[src/rtl/lss_pkg.sv]
package lss_pkg;

  localparam int unsigned CFG_INDEX_BITS = 2;
  localparam int unsigned CFG_DATA_BITS  = 16;
  localparam int unsigned NUM_STAGES     = 7;

  typedef enum logic [CFG_INDEX_BITS-1:0] {
    CFG_SKY_LEVEL,
    CFG_ZERO_POINT,
    CFG_FAINT_LIMIT,
    CFG_INV_SPAN
  } cfg_idx_e;

  localparam logic [15:0] SKY_LEVEL_RST   = 16'd0;
  localparam logic [15:0] ZERO_POINT_RST  = 16'd0;
  localparam logic [15:0] FAINT_LIMIT_RST = 16'd6400;
  localparam logic [15:0] INV_SPAN_RST    = 16'd4096;

  // 2.5 * log10(2) in q16
  localparam logic [15:0] MAG_K      = 16'd49321;
  localparam int unsigned MAG_SHIFT  = 24;
  localparam int unsigned ROUND_BIT  = 23;
  localparam logic [15:0] DISP_MAX   = 16'hFFFF;

  // fraction bits of log2(m), m in [1,2) as q30, by repeated squaring
  function automatic logic [15:0] frac_log2(input logic [63:0] m_in);
    logic [63:0] m;
    logic [15:0] r;
    m = m_in;
    r = '0;
    for (int b = 0; b < 16; b++) begin
      m = (m * m) >> 30;
      r = {r[14:0], 1'b0};
      if (m >= (64'd2 << 30)) begin
        r[0] = 1'b1;
        m = m >> 1;
      end
    end
    return r;
  endfunction

endpackage

[src/rtl/log_surface_brightness_stretch.sv]
// logarithmic surface brightness stretch
//
// input channel: in_valid_i / in_stall_o with pixel_value_i, one word per clock
// output channel: out_valid_o / out_stall_i with display_value_o
// config channel: cfg_valid_i / cfg_ready_o with cfg_index_i and cfg_data_i
//   0 sky level, 1 zero point (q7.8), 2 faint limit (q7.8), 3 inv span (q8.8);
//   ready always high; user writes only while the pipeline is empty, unchecked
//
// seven register stages: subtract sky, leading one and table index, log
// fraction lookup, magnitude multiply, zero point and faint limit, span
// multiply, clamp. throughput is one word per clock while the output
// is not stalled.
//
// each stage holds its own valid bit and advances when the stage after it is
// empty or moving, so bubbles close up while the receiver stalls and the input
// is only stalled once every stage is full. reset empties the pipeline and
// loads the register defaults.
module log_surface_brightness_stretch #(
  parameter int unsigned PIXEL_BITS     = 16,
  parameter int unsigned LOG_TABLE_BITS = 6
) (
  input  logic                               clk_i,
  input  logic                               rst_ni,
  input  logic                               in_valid_i,
  output logic                               in_stall_o,
  input  logic [PIXEL_BITS-1:0]              pixel_value_i,
  output logic                               out_valid_o,
  input  logic                               out_stall_i,
  output logic [15:0]                        display_value_o,
  input  logic                               cfg_valid_i,
  output logic                               cfg_ready_o,
  input  logic [lss_pkg::CFG_INDEX_BITS-1:0] cfg_index_i,
  input  logic [lss_pkg::CFG_DATA_BITS-1:0]  cfg_data_i
);

  localparam int unsigned NS = lss_pkg::NUM_STAGES;
  localparam int unsigned DW = $clog2(PIXEL_BITS + 1) + 16;

  logic [15:0] sky_level_q, zero_point_q, faint_limit_q, inv_span_q;

  always_ff @(posedge clk_i or negedge rst_ni) begin
    if (!rst_ni) begin
      sky_level_q   <= lss_pkg::SKY_LEVEL_RST;
      zero_point_q  <= lss_pkg::ZERO_POINT_RST;
      faint_limit_q <= lss_pkg::FAINT_LIMIT_RST;
      inv_span_q    <= lss_pkg::INV_SPAN_RST;
    end else if (cfg_valid_i) begin
      unique case (lss_pkg::cfg_idx_e'(cfg_index_i))
        lss_pkg::CFG_SKY_LEVEL:   sky_level_q   <= cfg_data_i;
        lss_pkg::CFG_ZERO_POINT:  zero_point_q  <= cfg_data_i;
        lss_pkg::CFG_FAINT_LIMIT: faint_limit_q <= cfg_data_i;
        lss_pkg::CFG_INV_SPAN:    inv_span_q    <= cfg_data_i;
      endcase
    end
  end

  assign cfg_ready_o = 1'b1;

  // per stage valid and advance
  logic [NS:1] valid_d, valid_q;
  logic [NS:1] en;

  always_comb begin
    en[NS] = !valid_q[NS] || !out_stall_i;
    for (int k = NS - 1; k >= 1; k--) begin
      en[k] = !valid_q[k] || en[k+1];
    end
  end

  always_comb begin
    valid_d[1] = en[1] ? in_valid_i : valid_q[1];
    for (int k = 2; k <= NS; k++) begin
      valid_d[k] = en[k] ? valid_q[k-1] : valid_q[k];
    end
  end

  always_ff @(posedge clk_i or negedge rst_ni) begin
    if (!rst_ni) begin
      valid_q <= '0;
    end else begin
      valid_q <= valid_d;
    end
  end

  assign in_stall_o  = !en[1];
  assign out_valid_o = valid_q[NS];

  logic [PIXEL_BITS-1:0] signal;
  logic                  pos1, pos3;
  logic [DW-1:0]         depth;

  lss_sub #(
    .PIXEL_BITS(PIXEL_BITS)
  ) u_sub (
    .clk_i         (clk_i),
    .en_i          (en[1]),
    .pixel_value_i (pixel_value_i),
    .sky_level_i   (sky_level_q),
    .signal_o      (signal),
    .pos_o         (pos1)
  );

  lss_log #(
    .PIXEL_BITS     (PIXEL_BITS),
    .LOG_TABLE_BITS (LOG_TABLE_BITS)
  ) u_log (
    .clk_i    (clk_i),
    .en_i     (en[3:2]),
    .signal_i (signal),
    .pos_i    (pos1),
    .depth_o  (depth),
    .pos_o    (pos3)
  );

  lss_mag #(
    .PIXEL_BITS(PIXEL_BITS)
  ) u_mag (
    .clk_i           (clk_i),
    .en_i            (en[7:4]),
    .depth_i         (depth),
    .pos_i           (pos3),
    .zero_point_i    (zero_point_q),
    .faint_limit_i   (faint_limit_q),
    .inv_span_i      (inv_span_q),
    .display_value_o (display_value_o)
  );

endmodule

[src/rtl/lss_sub.sv]
module lss_sub #(
  parameter int unsigned PIXEL_BITS = 16
) (
  input  logic                  clk_i,
  input  logic                  en_i,
  input  logic [PIXEL_BITS-1:0] pixel_value_i,
  input  logic [15:0]           sky_level_i,
  output logic [PIXEL_BITS-1:0] signal_o,
  output logic                  pos_o
);

  logic [PIXEL_BITS-1:0] sky;
  logic [PIXEL_BITS-1:0] signal_d, signal_q;
  logic                  pos_d, pos_q;

  assign sky      = PIXEL_BITS'(sky_level_i);
  assign signal_d = pixel_value_i - sky;
  assign pos_d    = pixel_value_i > sky;

  always_ff @(posedge clk_i) begin
    if (en_i) begin
      signal_q <= signal_d;
      pos_q    <= pos_d;
    end
  end

  assign signal_o = signal_q;
  assign pos_o    = pos_q;

endmodule

[src/rtl/lss_log.sv]
module lss_log #(
  parameter int unsigned PIXEL_BITS     = 16,
  parameter int unsigned LOG_TABLE_BITS = 6
) (
  input  logic                                   clk_i,
  input  logic [1:0]                             en_i,
  input  logic [PIXEL_BITS-1:0]                  signal_i,
  input  logic                                   pos_i,
  output logic [$clog2(PIXEL_BITS+1)+16-1:0]     depth_o,
  output logic                                   pos_o
);

  localparam int unsigned EW       = $clog2(PIXEL_BITS);
  localparam int unsigned DW       = $clog2(PIXEL_BITS + 1) + 16;
  localparam int unsigned TAB_SIZE = 1 << LOG_TABLE_BITS;
  localparam int unsigned NW       = PIXEL_BITS + LOG_TABLE_BITS;

  logic [15:0] log_tab [TAB_SIZE];

  for (genvar i = 0; i < TAB_SIZE; i++) begin : g_tab
    localparam logic [63:0] MANT = 64'(TAB_SIZE + i) << (30 - LOG_TABLE_BITS);
    localparam logic [15:0] FRAC = lss_pkg::frac_log2(MANT);
    assign log_tab[i] = FRAC;
  end

  logic [EW-1:0]             exp_d, exp_q;
  logic [NW-1:0]             norm;
  logic [LOG_TABLE_BITS-1:0] idx_d, idx_q;
  logic                      pos2_q;
  logic [DW-1:0]             l2, depth_d, depth_q;
  logic                      pos3_q;

  // leading one position
  always_comb begin
    exp_d = '0;
    for (int i = 0; i < PIXEL_BITS; i++) begin
      if (signal_i[i]) begin
        exp_d = EW'(i);
      end
    end
  end

  assign norm  = {signal_i, {LOG_TABLE_BITS{1'b0}}} << (EW'(PIXEL_BITS - 1) - exp_d);
  assign idx_d = norm[NW-2 -: LOG_TABLE_BITS];

  always_ff @(posedge clk_i) begin
    if (en_i[0]) begin
      exp_q  <= exp_d;
      idx_q  <= idx_d;
      pos2_q <= pos_i;
    end
  end

  assign l2      = (DW'(exp_q) << 16) | DW'(log_tab[idx_q]);
  assign depth_d = (DW'(PIXEL_BITS) << 16) - l2;

  always_ff @(posedge clk_i) begin
    if (en_i[1]) begin
      depth_q <= depth_d;
      pos3_q  <= pos2_q;
    end
  end

  assign depth_o = depth_q;
  assign pos_o   = pos3_q;

endmodule

[src/rtl/lss_mag.sv]
module lss_mag #(
  parameter int unsigned PIXEL_BITS = 16
) (
  input  logic                               clk_i,
  input  logic [3:0]                         en_i,
  input  logic [$clog2(PIXEL_BITS+1)+16-1:0] depth_i,
  input  logic                               pos_i,
  input  logic [15:0]                        zero_point_i,
  input  logic [15:0]                        faint_limit_i,
  input  logic [15:0]                        inv_span_i,
  output logic [15:0]                        display_value_o
);

  localparam int unsigned DW   = $clog2(PIXEL_BITS + 1) + 16;
  localparam int unsigned PW   = DW + 16;
  localparam int unsigned QW   = PW + 1 - lss_pkg::MAG_SHIFT;
  localparam int unsigned MUW  = ((QW + 1 > 16) ? QW + 1 : 16) + 1;
  localparam int unsigned DFW  = MUW + 1;
  localparam int unsigned VW   = DFW + 17;

  logic [PW-1:0]         prod_d, prod_q;
  logic                  pos4_q;
  logic [PW:0]           rnd;
  logic [QW-1:0]         mag_q8;
  logic [MUW-1:0]        mu;
  logic signed [DFW-1:0] diff_d, diff_q;
  logic                  pos5_q;
  logic signed [VW-1:0]  v_d, v_q;
  logic                  pos6_q;
  logic [15:0]           disp_d, disp_q;

  assign prod_d = PW'(depth_i) * PW'(lss_pkg::MAG_K);

  always_ff @(posedge clk_i) begin
    if (en_i[0]) begin
      prod_q <= prod_d;
      pos4_q <= pos_i;
    end
  end

  // round half up to q8, then add zero point and take from faint limit
  assign rnd    = {1'b0, prod_q} + ((PW + 1)'(1) << lss_pkg::ROUND_BIT);
  assign mag_q8 = rnd[PW:lss_pkg::MAG_SHIFT];
  assign mu     = {{(MUW - 16){zero_point_i[15]}}, zero_point_i}
                + {{(MUW - QW){1'b0}}, mag_q8};
  assign diff_d = $signed({{(DFW - 16){faint_limit_i[15]}}, faint_limit_i})
                - $signed({mu[MUW-1], mu});

  always_ff @(posedge clk_i) begin
    if (en_i[1]) begin
      diff_q <= diff_d;
      pos5_q <= pos4_q;
    end
  end

  assign v_d = diff_q * $signed({1'b0, inv_span_i});

  always_ff @(posedge clk_i) begin
    if (en_i[2]) begin
      v_q    <= v_d;
      pos6_q <= pos5_q;
    end
  end

  always_comb begin
    priority if (!pos6_q || v_q <= 0) begin
      disp_d = '0;
    end else if (v_q >= 65535) begin
      disp_d = lss_pkg::DISP_MAX;
    end else begin
      disp_d = v_q[15:0];
    end
  end

  always_ff @(posedge clk_i) begin
    if (en_i[3]) begin
      disp_q <= disp_d;
    end
  end

  assign display_value_o = disp_q;

endmodule

[config.mk]
export PLATFORM = sky130hd
export DESIGN_NAME = log_surface_brightness_stretch
export DESIGN_NICKNAME = d
export VERILOG_FILES = /design/src/rtl/lss_pkg.sv /design/src/rtl/log_surface_brightness_stretch.sv /design/src/rtl/lss_sub.sv /design/src/rtl/lss_log.sv /design/src/rtl/lss_mag.sv
export SDC_FILE = /design/constraint.sdc
export NUM_CORES = 1
export LEC_CHECK = 0
export ABC_AREA = 1
export BUFFER_PORTS_ARGS = -buffer_cell sky130_fd_sc_hd__buf_2
export CAP_MARGIN = 20
export CORE_ASPECT_RATIO = 0.6
export CORE_MARGIN = 4
export CORE_UTILIZATION = 50
export DETAILED_ROUTE_END_ITERATION = 6
export PLACE_DENSITY = 0.68
export SLEW_MARGIN = 20
export SYNTH_ARGS = -nofsm -noshare
export SYNTH_HDL_FRONTEND = slang
export SYNTH_HIERARCHICAL = 1
export SYNTH_SLANG_ARGS = --single-unit
export TNS_END_PERCENT = 30
[constraint.sdc]
create_clock -name clk_i -period 5.9 [get_ports clk_i]
set_input_delay 0.59 -clock clk_i [delete_from_list [all_inputs] [get_ports clk_i]]
set_output_delay 0.59 -clock clk_i [all_outputs]
set_load 0.005 [all_outputs]
==> reports/results.txt <==
The maximum root-to-sink buffer count is 3, and the placeable core area is 59400 um2. The number of enable-type register cells in the synthesized netlist was 136. sky130_fd_sc_hd__inv_1 is the most common cell in the netlist. The detailed router finished its first iteration with 2302 violations.

Row generation in the floorplan step produced 69 rows. Setup repair after global routing could not meet its margin everywhere. The vertical extent of the die came out at 198 um.

Across all layers, the routed design uses 24102 vias. Entering global routing, the biggest net connects 72 pins. STA classifies the critical path startpoint as a flop.

The tools report the deepest level of the CTS H-tree as 1. Sorting the synthesized cells by area gives the leading types as sky130_fd_sc_hd__fa_1, sky130_fd_sc_hd__edfxtp_1, sky130_fd_sc_hd__ha_1, sky130_fd_sc_hd__inv_1, sky130_fd_sc_hd__nand2_1. After synthesis, the most frequently instantiated cells are sky130_fd_sc_hd__inv_1, sky130_fd_sc_hd__nand2_1, sky130_fd_sc_hd__fa_1. Data on the critical path is required at its endpoint by 6.19 ns. The slowest cell on the critical path is sky130_fd_sc_hd__fa_1. For the initial antenna violation count, the log shows 1.

During placement, the flow inserted port buffers numbering 56. The tools report the clock latency of the later-clocked register in the worst-skew pair as 0.57 ns. For this run, the post-layout net count is 4616. The area taken by multi-input logic gates was 20000 um2; the worst reg-to-reg path cell count was 22.

The average wire length per cell after detail routing was 16.3 um; the starting density of the core was 50.7%. Clock-pin slew was measured on the worst setup and hold paths at 0.06 ns. The path class of the tightest hold or removal check is primary input to async pin. In the routed layout, each cell is associated on average with a via count of 5.14. After clock tree synthesis, the flow added hold-fix buffers numbering 0.

The number of DRC violations after detailed routing was 0; the clock tree skew after final layout was 0.0360 ns. After detailed routing, the met2 layer carries 27700 um of wire. The data arrival time at the worst-slack endpoint is 6.03 ns. The category of the most critical setup path was flop to flop. The number of nets in the synthesized netlist is 4555, and the post-layout minimum cycle time is 5.74 ns.

The remaining global-route overflow was 0; the die span in x was 325 um. The count of endpoints failing setup in the final report is 0, and the remaining antenna violation count is 0. For the number of failing hold endpoints at the final stage, the log shows 0. Of the post-synthesis cell area, the dominant cell type holds 24.1%. The area growth from synthesis to final layout came out at 8.12%.

Dividing the synthesized area by the synthesized cell count gives 7.86 um2. Counting tap cells, the placed design contains a total of 4628 instances. Summed over all nets, wire length on met3 after detailed routing comes to 8460 um. The transition time at the pin with the least slew margin is 1.10 ns. The wire length of the first global-routing pass is 127000 um, and the non-filler instance count after layout is 4688. Commonest register cell after synthesis: sky130_fd_sc_hd__edfxtp_1.

Counting distinct cell types in the post-synthesis netlist gives 57. After filler insertion, the fill cell instance count of the layout stands at 5527. Sequential elements use 19.5% of the synthesized area. The detailed router put a total of 39600 um of wire on met1.

Measured against its own limit, the worst slew margin works out to 26.1%. The logs give 207 for the clock sink count and 6 for the first-pass iteration count of the detailed router. Walking the worst path, the cells encountered are buf_4 -> buf_4 -> nand2_1 -> inv_1 -> fa_2 -> fa_1 -> inv_1 -> fa_1 -> inv_1 -> fa_1 -> fa_1 -> inv_1 -> fa_1 -> inv_1 -> ha_2 -> nand2_1 -> nor2_2 -> nand2_1 -> nor3_1 -> nand2_1 -> nand3_1 -> nand2_1. Synthesis inferred 207 register bits. The via count of the first global-routing pass was 23627; the detailed-placement wirelength estimate was 63900 um.

The tool flagged a number of max-cap violations equal to 0. The share of cells above drive strength 1 works out to 9.34%. The global placement routability congestion is 1.02. Across every metal layer, demand over resource in global routing totals 24.7%. The final number of max-transition violations came out at 0.

Across all register-to-register paths, the minimum setup slack is 0.16 ns. The run gives 174 MHz as the maximum clock frequency. The run finished with clean final reports. Highest net fanout along the worst path: 5.

TritonCTS built the clock tree. The worst register-to-register path ends at u_mag/v_q[31]. On the worst path, the slowest cell contributes a delay of 0.55 ns. The root buffer cell chosen for the clock tree is sky130_fd_sc_hd__clkbuf_16.

Summed over all layers, the routed wires come to 76600 um. The most area-hungry cell type in the Yosys netlist is sky130_fd_sc_hd__fa_1. The logs give 64300 um2 for the overall die area and 23 for the number of buffers created by CTS. Dividing the final minimum period by the clock period gives 97.2%.

The worst setup path is captured at a flop. The cell count after synthesis came out at 3829. The flip-flop and latch area came out at 5870 um2. The top routing layer in use is met5. The logs give 30100 um2 for the post-synth design cell area and 6 for the synthesis warning total.

The share of flip-flops with an asynchronous set or reset was 34.3%. The startpoint of the lowest-slack register-to-register path was u_mag/diff_q[17]. The tools report the number of antenna diodes as 0. Pin placement for this block handled 58 I/O pins.
area by class of cell:
cell class                 count  share of cell area, %
tap                          781                   3.00
clock inverter                12                  0.335
multi-input combinational   2508                   61.5
clock buffer                  30                   1.98
sequential                   207                   18.0
timing repair buffer         141                   3.50
inverter                    1009                   11.7
sequential cells by signal, indices dropped and copies added (netlist names), 4 cells and up:
signal                 count
inv_span_q                16
u_mag/v_q                 35
faint_limit_q             16
u_mag/diff_q              18
zero_point_q              16
u_mag/prod_q              14
sky_level_q               16
u_log/exp_q                4
u_log/idx_q                6
u_log/depth_o             21
u_sub/signal_o            16
valid_q                    7
u_mag/display_value_o     16
routing by layer:
metal	vias up	GRT usage (%)
li1	11685	-
met1	11382	40.8
met2	979	32.7
met3	52	6.43
met4	4	2.74
met5	-	0.652
worst max-delay path by stage:
stage / depth (start not counted) / to / startpoint
2_1_floorplan: 23 / u_mag/v_q[34] / inv_span_q[3]
3_3_place_gp: 23 / u_mag/v_q[34] / u_mag/diff_q[7]
3_5_place_dp: 19 / u_mag/v_q[34] / u_mag/diff_q[17]
4_1_cts: 20 / u_mag/v_q[31] / inv_span_q[12]
5_1_grt: 22 / u_mag/v_q[34] / inv_span_q[12]
6_report: 22 / u_mag/v_q[31] / u_mag/diff_q[17]
what timing repair did:
item                                    4_1_cts  5_1_grt
endpoints found under the setup margin        5       18
resized for setup                             1       47
pin swaps                                     0        2
setup buffers                                 4       13
critical path, delay by kind of cell (launching register included):
kind,cells,cell delay (ns)
DFF,1,0.40
and+or+nand+nor,8,0.97
adders and majority gates,7,3.51
buffers and inverters,7,0.58
cell families after synthesis:
| group | share of synthesized area [%] |
|---|---|
| AO/OA/AOI/OAI | 6.16 |
| buffers and inverters | 14.5 |
| other | 0.0125 |
| flip-flops | 19.5 |
| AND/OR/NAND/NOR | 20.4 |
| XOR/XNOR | 1.89 |
| adder cells (fa/ha/maj) | 37.6 |
layout by cell type (no fill, tap or decap), drive strengths merged, types with 10 or more instances in the layout:
cell type	netlist	routed
dfrtp	67	67
buf	33	141
xor2	49	49
o21bai	10	10
nand3	172	172
a21oi	121	121
nor2	177	177
ha	325	325
fa	362	362
clkinv	3	10
nand4	37	37
o21ai	144	144
nor3	30	30
xnor2	16	16
inv	1006	1007
clkbuf	72	30
edfxtp	136	136
nand2	1013	1013
through the flow:
stage | hold slack [ns] | setup TNS [ns] | setup WS [ns] | utilization (%) | cell area, um2
floorplan | 0.294 | 0 | 0.122 | - | 30100
global placement | 0.405 | -0.0133 | -0.0133 | 52.9 | 31400
detailed placement | 0.413 | -0.114 | -0.0562 | 52.9 | 31400
CTS | 0.192 | 0 | 0.0732 | 54.2 | 32200
global route | 0.237 | -0.0936 | -0.0415 | 54.8 | 32500
finish | 0.170 | 0 | 0.163 | 54.8 | 32500
Power is left out: the tool's default activity adds up to more than one toggle a clock period on the data nets, which glitch-free logic cannot reach.
